--- src/hdl/keypad_entry_seven_segment_scanner_assert.svh ---
// Assertion macros used by the kess_back scanner module.
`ifndef KEYPAD_ENTRY_SEVEN_SEGMENT_SCANNER_ASSERT_SVH
`define KEYPAD_ENTRY_SEVEN_SEGMENT_SCANNER_ASSERT_SVH

// Same-cycle implication, checked outside reset.
`define KESS_ASSERT_NOW(label, ante, cons, msg) \
  label: assert property (@(posedge clk) disable iff (rst) (ante) |-> (cons)) \
    else $error(msg);

// Next-cycle implication, checked outside reset.
`define KESS_ASSERT_NEXT(label, ante, cons, msg) \
  label: assert property (@(posedge clk) disable iff (rst) (ante) |=> (cons)) \
    else $error(msg);

`endif

--- src/hdl/kess_pkg.sv ---
package kess_pkg;

  localparam logic OP_TICK = 1'b0;
  localparam logic OP_KEY  = 1'b1;

  localparam logic [7:0] DIVIDER_RESET = 8'd5;

  localparam logic [7:0] SEG_TABLE [16] = '{
    8'h3f, 8'h06, 8'h5b, 8'h4f, 8'h66, 8'h6d, 8'h7d, 8'h07,
    8'h7f, 8'h6f, 8'h77, 8'h7c, 8'h39, 8'h5e, 8'h79, 8'h71
  };

  typedef struct packed {
    logic       is_key;
    logic [7:0] pattern;
  } cmd_t;

endpackage

--- src/hdl/kess_front.sv ---
module kess_front (
  input  logic          in_valid,
  output logic          in_ready,
  input  logic          operation,
  input  logic [3:0]    key_code,
  output logic          push_valid,
  input  logic          push_ready,
  output kess_pkg::cmd_t push_cmd
);
  import kess_pkg::*;

  // classify the word and look up its pattern
  always_comb begin
    push_cmd.is_key  = (operation == OP_KEY);
    push_cmd.pattern = SEG_TABLE[key_code];
  end

  assign push_valid = in_valid;
  assign in_ready   = push_ready;

endmodule

--- src/hdl/kess_fifo.sv ---
module kess_fifo (
  input  logic           clk,
  input  logic           rst,
  input  logic           push_valid,
  output logic           push_ready,
  input  kess_pkg::cmd_t push_cmd,
  output logic           pop_valid,
  input  logic           pop_ready,
  output kess_pkg::cmd_t pop_cmd
);
  import kess_pkg::*;

  cmd_t       entry [2];
  logic       wr_ptr;
  logic       rd_ptr;
  logic [1:0] count;
  logic       do_push;
  logic       do_pop;

  assign push_ready = (count != 2'd2);
  assign pop_valid  = (count != 2'd0);
  assign pop_cmd    = entry[rd_ptr];
  assign do_push    = push_valid && push_ready;
  assign do_pop     = pop_valid && pop_ready;

  always_ff @(posedge clk) begin
    if (do_push) begin
      entry[wr_ptr] <= push_cmd;
    end
  end

  always_ff @(posedge clk) begin
    if (rst) begin
      wr_ptr <= 1'b0;
      rd_ptr <= 1'b0;
      count  <= 2'd0;
    end else begin
      if (do_push) begin
        wr_ptr <= ~wr_ptr;
      end
      if (do_pop) begin
        rd_ptr <= ~rd_ptr;
      end
      case ({do_push, do_pop})
        2'b10:   count <= count + 2'd1;
        2'b01:   count <= count - 2'd1;
        default: count <= count;
      endcase
    end
  end

endmodule

--- src/hdl/kess_back.sv ---
module kess_back #(
  parameter int NUM_DIGITS = 8
) (
  input  logic           clk,
  input  logic           rst,
  input  logic           cfg_we,
  input  logic [7:0]     cfg_wdata,
  input  logic           pop_valid,
  output logic           pop_ready,
  input  kess_pkg::cmd_t pop_cmd,
  output logic           out_valid,
  input  logic           out_ready,
  output logic [7:0]     segments,
  output logic [2:0]     digit_select
);
  import kess_pkg::*;

  localparam int SEL_W = (NUM_DIGITS > 1) ? $clog2(NUM_DIGITS) : 1;

  logic [7:0]       scan_divider;
  logic [7:0]       digit_store [NUM_DIGITS];
  logic [7:0]       tick_count;
  logic [SEL_W-1:0] scan_slot;
  logic [SEL_W-1:0] select_latch;
  logic [7:0]       segment_latch;

  logic [7:0]       limit;
  logic [7:0]       tick_count_next;
  logic             step;
  logic             pop;
  logic [SEL_W-1:0] scan_slot_next;
  logic [SEL_W-1:0] select_latch_next;
  logic [7:0]       segment_latch_next;
  logic [SEL_W+2:0] select_wide;
  logic [SEL_W:0]   pair_sum;

  assign pop       = pop_valid && (!out_valid || out_ready);
  assign pop_ready = !out_valid || out_ready;

  always_comb begin
    limit           = (scan_divider == 8'd0) ? 8'd1 : scan_divider;
    tick_count_next = tick_count + 8'd1;
    step            = (tick_count_next >= limit);
    if (select_latch == '0) begin
      select_latch_next = SEL_W'(NUM_DIGITS - 1);
    end else begin
      select_latch_next = select_latch - SEL_W'(1);
    end
    if (scan_slot == SEL_W'(NUM_DIGITS - 1)) begin
      scan_slot_next = '0;
    end else begin
      scan_slot_next = scan_slot + SEL_W'(1);
    end
    segment_latch_next = digit_store[scan_slot];
    select_wide        = {3'b000, select_latch_next};
  end

  always_ff @(posedge clk) begin
    if (rst) begin
      scan_divider <= DIVIDER_RESET;
    end else if (cfg_we) begin
      scan_divider <= cfg_wdata;
    end
  end

  always_ff @(posedge clk) begin
    if (rst) begin
      for (int i = 0; i < NUM_DIGITS; i++) begin
        digit_store[i] <= 8'h00;
      end
      tick_count    <= 8'd0;
      scan_slot     <= '0;
      select_latch  <= '0;
      segment_latch <= 8'h00;
      out_valid     <= 1'b0;
    end else begin
      if (pop) begin
        out_valid <= 1'b1;
      end else if (out_ready) begin
        out_valid <= 1'b0;
      end
      if (pop && pop_cmd.is_key) begin
        // shift older patterns up, drop the top slot
        for (int i = NUM_DIGITS - 1; i > 0; i--) begin
          digit_store[i] <= digit_store[i-1];
        end
        digit_store[0] <= pop_cmd.pattern;
      end else if (pop) begin
        if (step) begin
          tick_count    <= 8'd0;
          select_latch  <= select_latch_next;
          scan_slot     <= scan_slot_next;
          segment_latch <= segment_latch_next;
        end else begin
          tick_count <= tick_count_next;
        end
      end
    end
  end

  // result word shows the latches after the item is applied
  always_ff @(posedge clk) begin
    if (pop) begin
      if (!pop_cmd.is_key && step) begin
        segments     <= segment_latch_next;
        digit_select <= select_wide[2:0];
      end else begin
        segments     <= segment_latch;
        digit_select <= 3'({3'b000, select_latch});
      end
    end
  end

  assign pair_sum = {1'b0, select_latch} + {1'b0, scan_slot};

`include "keypad_entry_seven_segment_scanner_assert.svh"

  `KESS_ASSERT_NOW(a_slot_select_paired, 1'b1, (pair_sum == '0) || (pair_sum == (SEL_W+1)'(NUM_DIGITS)), "scan slot and digit select out of step")
  `KESS_ASSERT_NEXT(a_key_enters_slot0, pop && pop_cmd.is_key, digit_store[0] == $past(pop_cmd.pattern), "key pattern missing from slot 0")
  `KESS_ASSERT_NEXT(a_key_holds_latch, pop && pop_cmd.is_key, $stable(segment_latch) && $stable(select_latch), "key press moved the scan")
  `KESS_ASSERT_NEXT(a_result_matches_latch, pop, (segments == segment_latch) && (out_valid == 1'b1), "result word differs from latch")

endmodule

--- src/hdl/keypad_entry_seven_segment_scanner.sv ---
// Eight-digit multiplexed display scanner with key entry. Each input word is
// a timer tick or a key press; each gives exactly one result word holding the
// segment latch and digit select after it is applied. A key press pushes its
// table pattern into slot 0; every scan_divider ticks (0 acts as 1) the next
// slot is latched and the select steps down, wrapping 7 to 0 back to 7. One
// word is taken per clock while the output is accepted: the input side feeds a
// two-entry queue, and the executor retires one queued word per cycle into a
// registered output, so each word passes through the queue entry and then the
// output register; throughput is one word a cycle while the output is taken.
module keypad_entry_seven_segment_scanner #(
  parameter int NUM_DIGITS = 8
) (
  input  logic       clk,
  input  logic       rst,
  input  logic       cfg_we,
  input  logic [7:0] cfg_wdata,
  input  logic       in_valid,
  output logic       in_ready,
  input  logic       operation,
  input  logic [3:0] key_code,
  output logic       out_valid,
  input  logic       out_ready,
  output logic [7:0] segments,
  output logic [2:0] digit_select
);
  import kess_pkg::*;

  logic push_valid;
  logic push_ready;
  cmd_t push_cmd;
  logic pop_valid;
  logic pop_ready;
  cmd_t pop_cmd;

  kess_front u_front (
    .in_valid   (in_valid),
    .in_ready   (in_ready),
    .operation  (operation),
    .key_code   (key_code),
    .push_valid (push_valid),
    .push_ready (push_ready),
    .push_cmd   (push_cmd)
  );

  kess_fifo u_fifo (
    .clk        (clk),
    .rst        (rst),
    .push_valid (push_valid),
    .push_ready (push_ready),
    .push_cmd   (push_cmd),
    .pop_valid  (pop_valid),
    .pop_ready  (pop_ready),
    .pop_cmd    (pop_cmd)
  );

  kess_back #(
    .NUM_DIGITS (NUM_DIGITS)
  ) u_back (
    .clk          (clk),
    .rst          (rst),
    .cfg_we       (cfg_we),
    .cfg_wdata    (cfg_wdata),
    .pop_valid    (pop_valid),
    .pop_ready    (pop_ready),
    .pop_cmd      (pop_cmd),
    .out_valid    (out_valid),
    .out_ready    (out_ready),
    .segments     (segments),
    .digit_select (digit_select)
  );

endmodule
--- config.mk ---
export PLATFORM = sky130hd
export DESIGN_NAME = keypad_entry_seven_segment_scanner
export DESIGN_NICKNAME = d
export VERILOG_FILES = /design/src/hdl/kess_pkg.sv /design/src/hdl/kess_front.sv /design/src/hdl/kess_fifo.sv /design/src/hdl/kess_back.sv /design/src/hdl/keypad_entry_seven_segment_scanner.sv
export VERILOG_INCLUDE_DIRS = /design/src /design/src/hdl
export SDC_FILE = /design/constraint.sdc
export NUM_CORES = 1
export LEC_CHECK = 0
export BUFFER_PORTS_ARGS = -buffer_cell sky130_fd_sc_hd__buf_2
export CORE_MARGIN = 5
export CORE_UTILIZATION = 35
export DETAILED_ROUTE_END_ITERATION = 10
export GPL_TIMING_DRIVEN = 0
export PLACE_DENSITY_LB_ADDON = 0.12
export SLEW_MARGIN = 10
export SYNTH_ARGS = -nofsm -noshare
export SYNTH_HDL_FRONTEND = slang
export SYNTH_SLANG_ARGS = --single-unit
--- constraint.sdc ---
create_clock -name clk -period 12.5 [get_ports clk]
set_clock_uncertainty 0.1 [all_clocks]
set_input_delay 0 -clock clk [delete_from_list [all_inputs] [get_ports clk]]
set_output_delay 0 -clock clk [all_outputs]
set_load 0.01 [all_outputs]
==> out/qor.csv, run 1 <==
metric,value,unit
fillers,1495,
H-tree levels,4,
"Largest delay share family, worst path",simple AND/OR/NAND/NOR gates,
synthesized flop and latch total,120,
Ys Warns,0,
I/O Buffers,28,
Worst-path clk slew,50,ps
Tmin final,3050,ps
Cells after Synth,443,
crit share post-route,24.4,%
Rows,46,
GRT Overall Usage,13.2,%
first-pass GRT wire length,18500,um
Post-synth EDFFs,82,
DP HPWL,7820,um
Post-synth ARST share,0,%
Hold Crit Class,primary input to flop,
largest net degree at the start of global routing,29,
Crit Path Category,flop to flop,
Worst VDD drop,0.115,mV
max-cap viol count,0,
final setup vio count,0,
CTS tree,yes,
ANT cells,0,
clk root buf,clkbuf_16,
drt initial violations,239,
Post-CTS Setup Bufs,0,
prevailing post-synth register cell,edfxtp_1,
Clock Power Share,39.9,%
critical path depth,9,
"Core Util, Final",43.4,%
fin area,0.00687,mm2
Sw Pwr,0.353,mW
clk sinks,120,
initial core utilization,35.4,%
Area Growth Syn to Fin,22.6,%
Critical Path Max Stage Delay,420,ps
Syn Area/Cell,12.7,um2
Worst Path Required,12560,ps
DRC,0,
"Remaining Overflow, GRT",0,
synthesized area,0.00561,mm2
Setup TNS,0,ps
R2R setup slack,9450,ps
distinct cell type count after synthesis,45,
sequential power share,41.3,%
via count,3531,
"Power, Total",1.34,mW
Final Hold Vio Count,0,
Clock Path Buffers,2,
full die area,0.0187,mm2
Comb power frac,18.8,%
slew margin rel.,52.7,%
Min Hold Slack,24.0,ps
Int Power,0.986,mW
Vias/cell,4.80,
crit path to,u_back.segments[1],
Leak Pwr,2.65,nW
syn_nets,482,
Slew Limit Fails,0,
actual slew at the worst max-slew pin,706,ps
Crit Path Max Fanout,10,
outcome,"complete, no violations",
WP buf/inv,0,
FF-to-FF Start,u_back.tick_count[0],
CTS buffer count,17,
sequential share of the synthesized area,57.5,%
DIE WIDTH,137,um
vias in the first global route,3487,
Critical Path Start,u_back.tick_count[0],
Core Region,0.0158,mm2
Die Y,137,um
startpoint type of the worst setup path,flop,
crit path cell chain,nand3_1 > nor3_1 > xor2_1 > ha_1 > a21oi_1 > o21ai_0 > a21o_1 > nand2_2 > mux2_2,
RSZ-0062 raised after global routing,false,
slowest CP cell,dfxtp_1,
r2r endpoint,u_back.segments[1],
initial antenna violation count,0,
max frequency,328,MHz
RD Place Congestion,0.819,
ANT nets after route,0,
layout cells sized above 1,16.9,%
crit end category,flop,
I/O pin cnt,31,
worst path arrival time,3110,ps
post-placement cell area,0.00608,mm2
hold path start,key_code[1],
nets,546,
Reg2Reg Depth,9,
Routed WL,11200,um
DR pass1 iterations,4,
WL/cell,15.3,um
Sw Share,26.4,%
power density over the cells,195,mW/mm2
"Clk Latency, worst-skew pair",410,ps
Yosys cell counts, drive strengths merged, types with 2 or more instances:
cell type	number	area share, %
nand2	17	1.2
edfxtp	82	44
clkbuf	15	1.0
nand3	10	0.89
o211ai	2	0.27
mux2i	16	3.1
xor2	6	0.94
a21oi	33	2.9
and2	50	5.6
or3	3	0.33
mux4	15	7.0
a22oi	2	0.27
xnor2	4	0.62
nor3	22	2.1
nor2b	3	0.33
ha	21	4.7
buf	12	1.6
nand2b	6	0.67
inv	20	1.3
nor2	23	1.5
o21ai	14	1.2
mux2	16	3.2
dfxtp	38	14
final cells by class:
type / instances / area [um2] / area share (%)
Buffer: 27 / 144 / 2.09
Timing Repair Buffer: 45 / 338 / 4.91
Sequential cell: 120 / 3220 / 46.9
Multi-Input combinational cell: 276 / 2180 / 31.7
Clock inverter: 9 / 169 / 2.46
Inverter: 20 / 75.1 / 1.09
Clock buffer: 23 / 478 / 6.95
Tap cell: 216 / 270 / 3.93
cells by family (layout without fill, tap and decap cells):
logic type               Yosys count  after routing  share of synthesized area, %
multiplexers                      47             47                          13.3
adder cells (fa/ha/maj)           21             21                          4.69
AND/OR/NAND/NOR                  139            139                          13.2
buffers and inverters             47            124                          3.90
AO/OA/AOI/OAI                     58             58                          5.85
other                              1              1                        0.0669
flip-flops                       120            120                          57.5
XOR/XNOR                          10             10                          1.56
power by group through the flow:
stage / sequential (mW) / combinational, mW / clock [mW]
2_1_floorplan: 0.562 / 0.157 / 0
3_3_place_gp: 0.569 / 0.233 / 0
3_5_place_dp: 0.561 / 0.250 / 0
4_1_cts: 0.554 / 0.255 / 0.546
5_1_grt: 0.562 / 0.280 / 0.567
6_report: 0.553 / 0.251 / 0.535
what timing repair did:
item,in CTS,in global routing
resized for setup,0,0
hold buffers,15,0
hold endpoints to repair,14,0
metrics by stage:
step                std cells  setup slack (ps)
CTS                       736              9410
detailed placement        689              9420
global placement          687              5510
floorplan                 443              7230
global route              736              9190
finish                    736              9450
layout by cell type, fill, tap and decap left out, types with 3 or more instances in the layout:
| cell type | instances |
|---|---|
| edfxtp_1 | 82 |
| xnor2_1 | 4 |
| buf_2 | 31 |
| buf_4 | 4 |
| nor2_1 | 23 |
| ha_1 | 21 |
| inv_1 | 20 |
| clkbuf_16 | 17 |
| o21ai_0 | 12 |
| nand2_1 | 16 |
| clkinv_2 | 3 |
| or3_1 | 3 |
| nor2b_1 | 3 |
| buf_1 | 3 |
| dfxtp_1 | 38 |
| xor2_1 | 6 |
| mux4_1 | 14 |
| nor3_1 | 21 |
| dlygate4sd3_1 | 15 |
| clkbuf_8 | 3 |
| clkbuf_1 | 18 |
| mux2_2 | 16 |
| and2_1 | 50 |
| nand3_1 | 10 |
| nand2b_1 | 6 |
| bufinv_16 | 5 |
| mux2i_1 | 15 |
| a21oi_1 | 33 |
flip-flops by register name, summed over array words and instances, names as in the netlist, 2 cells and up, named ones only:
| signal | count |
|---|---|
| u_back.digit_select | 3 |
| u_back.digit_store | 56 |
| u_back.scan_divider | 8 |
| u_back.scan_slot | 3 |
| u_back.segment_latch | 7 |
| u_back.segments | 7 |
| u_back.select_latch | 3 |
| u_back.tick_count | 8 |
| u_fifo.count | 2 |
| u_fifo.entry | 16 |
worst reg2reg max path, cell delays in order (launching register included):
cell	delay, ps
dfxtp_1	420
nand3_1	220
nor3_1	260
xor2_1	270
ha_1	310
a21oi_1	120
o21ai_0	150
a21o_1	290
nand2_2	280
mux2_2	390
per-layer routing:
metal / vias to the layer above / GRT usage, % / part of all wire, %
met2: 68 / 19.0 / 44
met5: - / 0 / 0
li1: 1744 / - / -
met4: 0 / 5.82 / 2.1
met3: 17 / 3.71 / 4.2
met1: 1702 / 18.3 / 50
worst min-delay path by stage:
stage,endpoint,slack (ps),depth (start not counted)
CTS,u_fifo.entry[0][1],8,4
detailed placement,u_fifo.entry[1][8],100,1
floorplan,u_fifo.entry[0][8],-1,0
global route,u_fifo.entry[1][4],30,3
global placement,u_fifo.entry[0][8],90,1
finish,u_fifo.entry[1][4],20,3
(Power assumes the default switching activity.)
==> run 2, diff against run 1 <==
==> constraint.sdc (replaced) <==
create_clock -name clk -period 2.9 [get_ports clk]
set_clock_uncertainty 0.1 [all_clocks]
set_input_delay 0 -clock clk [delete_from_list [all_inputs] [get_ports clk]]
set_output_delay 0 -clock clk [all_outputs]
set_load 0.01 [all_outputs]
==> run 2 against run 1 <==
Against the previous run: cell count fell by 0.27%; clock-buffer cell count decreased by 2; routed wire length rose by 0.36%; worst setup slack got worse by 9300 ps; clock power rose to 3.8 times the previous value; critical path type unchanged; largest cell class unchanged.
==> out/qor.csv, run 2 (synthesis results as in run 1) <==
metric,value,unit,change
ANT nets after route,0,,unchanged
I/O pin cnt,31,,unchanged
"Remaining Overflow, GRT",0,,unchanged
H-tree levels,4,,unchanged
Worst Path Required,2950,ps,-9610 ps
outcome,"complete, no violations",,
full die area,0.0187,mm2,unchanged
Multi-input gate area,0.00222,mm2,+2.2%
crit share post-route,96.2,%,+72 points
slew margin rel.,50.9,%,-1.8 points
startpoint type of the worst setup path,flop,,
FF-to-FF Start,u_back.scan_divider[4],,
WL/cell,15.3,um,+0.63%
Reg2Reg Depth,8,,-1
met1 Usage GRT,19.1,%,+0.76 points
Reg area,0.00322,mm2,unchanged
worst path arrival time,2850,ps,-260 ps
power density over the cells,805,mW/mm2,+310%
actual slew at the worst max-slew pin,734,ps,+27.3 ps
I/O Buffers,28,,unchanged
Regs by FF count,"u_back.digit_store x56, u_fifo.entry x16",,
crit end category,flop,,
Worst-path clk slew,50,ps,about the same
initial core utilization,35.4,%,unchanged
final worst slack,109,ps,-9340 ps
DP HPWL,7830,um,about the same
fillers,1500,,+0.33%
DIE WIDTH,137,um,unchanged
Die Y,137,um,unchanged
GR Util met3,4.49,%,+0.77 points
nets,544,,-0.37%
"Power, Total",5.50,mW,+310%
post-placement cell area,0.00608,mm2,+0.12%
GRT Overall Usage,13.5,%,+0.31 points
layout cells sized above 1,18.9,%,+2.0 points
ANT cells,0,,unchanged
R2R setup slack,110,ps,-9340 ps
final setup vio count,0,,unchanged
Clock Path Buffers,2,,unchanged
Rows,46,,unchanged
drt initial violations,225,,-5.9%
CTS tree,yes,,
fin area,0.00684,mm2,-0.55%
clk sinks,120,,unchanged
DRC,0,,unchanged
max-cap viol count,0,,unchanged
pre-CTS setup slack,-180,ps,-9600 ps
Vias/cell,4.83,,+0.73%
"most common cell after layout, fill and taps aside",edfxtp_1,,
Worst VDD drop,0.547,mV,+380%
clk root buf,clkbuf_16,,
most frequent cells in the layout,"edfxtp_1 (82), and2_1 (50), dfxtp_1 (38), a21oi_1 (31), buf_2 (31)",,
Final Hold Vio Count,0,,unchanged
Slew Limit Fails,0,,unchanged
largest net degree at the start of global routing,26,,-10%
Min Hold Slack,18.2,ps,-5.84 ps
Top reg by flops,u_back.digit_store,,
Critical Path Start,u_back.scan_divider[4],,
vias in the first global route,3451,,-1.0%
CTS buffer count,17,,unchanged
met2 Track Usage GR,19.4,%,+0.33 points
RD Place Congestion,0.829,,+1.2%
Crit Path Category,flop to flop,,
Leak Pwr,2.62,nW,-1.0%
max frequency,358,MHz,+9.4%
crit path to,u_back.segments[5],,
Hold Crit Class,primary input to flop,,
first-pass GRT wire length,18900,um,+2.4%
r2r endpoint,u_back.segments[5],,
Routed WL,11300,um,+0.36%
Tmin final,2790,ps,-261 ps
Core Region,0.0158,mm2,unchanged
max FFs per register,56,,unchanged
initial antenna violation count,0,,unchanged
Crit Path Max Fanout,10,,unchanged
via count,3547,,+0.45%
GRT Max-Usage Layer,met2,,
DR pass1 iterations,6,,+2
"Clk Latency, worst-skew pair",410,ps,about the same
Area Growth Syn to Fin,21.9,%,
run 2: cell types whose count changed in the layout (fill, tap and decap cells not counted), moves of 2 or more:
cell           previous run  this run
bufinv_16                 5         2
dlygate4sd3_1            15        12
buf_4                     4         6
clkinv_2                  3         7
a21oi_1                  33        31
a21oi_2                   0         2
clkbuf_1                 18        15
run 2: per-stage QoR:
step,instances,utilization (%),setup TNS (ps)
5_1_grt,734,43.2,-6.34
3_5_place_dp,689,38.4,-1500
4_1_cts,733,43.0,0
2_1_floorplan,443,-,0
3_3_place_gp,687,38.0,-26320
6_report,734,43.2,0
run 2: final cells by class:
class | instances | area share [%]
flip-flops and latches | 120 | 47.1
clock inverters | 11 | 1.50
well taps | 216 | 3.95
multi-input cells | 276 | 32.5
repair buffers | 44 | 4.83
inverters | 20 | 1.10
plain buffers | 26 | 2.05
clock buffers | 21 | 6.88
run 2: worst max-delay path: stages, from the launching register on:
cell      delay [ps]
dfxtp_1          330
nor4_2           300
a41o_1           210
ha_1             220
nand2b_1         140
a2111o_1         470
a21o_4           280
nand2_8          130
mux2_2           360
run 2: per-layer routing:
metal / share of wire [%] / vias to the layer above / wire (um)
met1: 51 / 1732 / 5710
met3: 4.0 / 10 / 446
met5: 0 / - / 0
li1: - / 1740 / -
met2: 44 / 65 / 4980
met4: 1.2 / 0 / 130
run 2: power by group:
part           internal [mW]  switching, mW  total [mW]  leakage (nW)
clock network           1.31          0.713        2.03         0.291
registers               2.24          0.140        2.38          1.14
logic                  0.433          0.662        1.10          1.19
run 2: how the worst min path moves through the flow:
stage | startpoint | end | slack, ps | cells after the start
floorplan | operation | u_fifo.entry[0][8] | -1 | 0
global placement | operation | u_fifo.entry[0][8] | 90 | 1
detailed placement | operation | u_fifo.entry[1][8] | 100 | 1
CTS | cfg_we | u_back.scan_divider[2] | 7 | 3
global route | cfg_we | u_back.scan_divider[2] | 40 | 3
finish | cfg_we | u_back.scan_divider[2] | 20 | 3
run 2: repair_timing:
item                       4_1_cts  5_1_grt
buffers inserted                 1        1
hold endpoints to repair        14        0
hold buffers                    12        0
resized for setup                4        7
setup endpoints to repair       10       28
pin swaps                        1        2
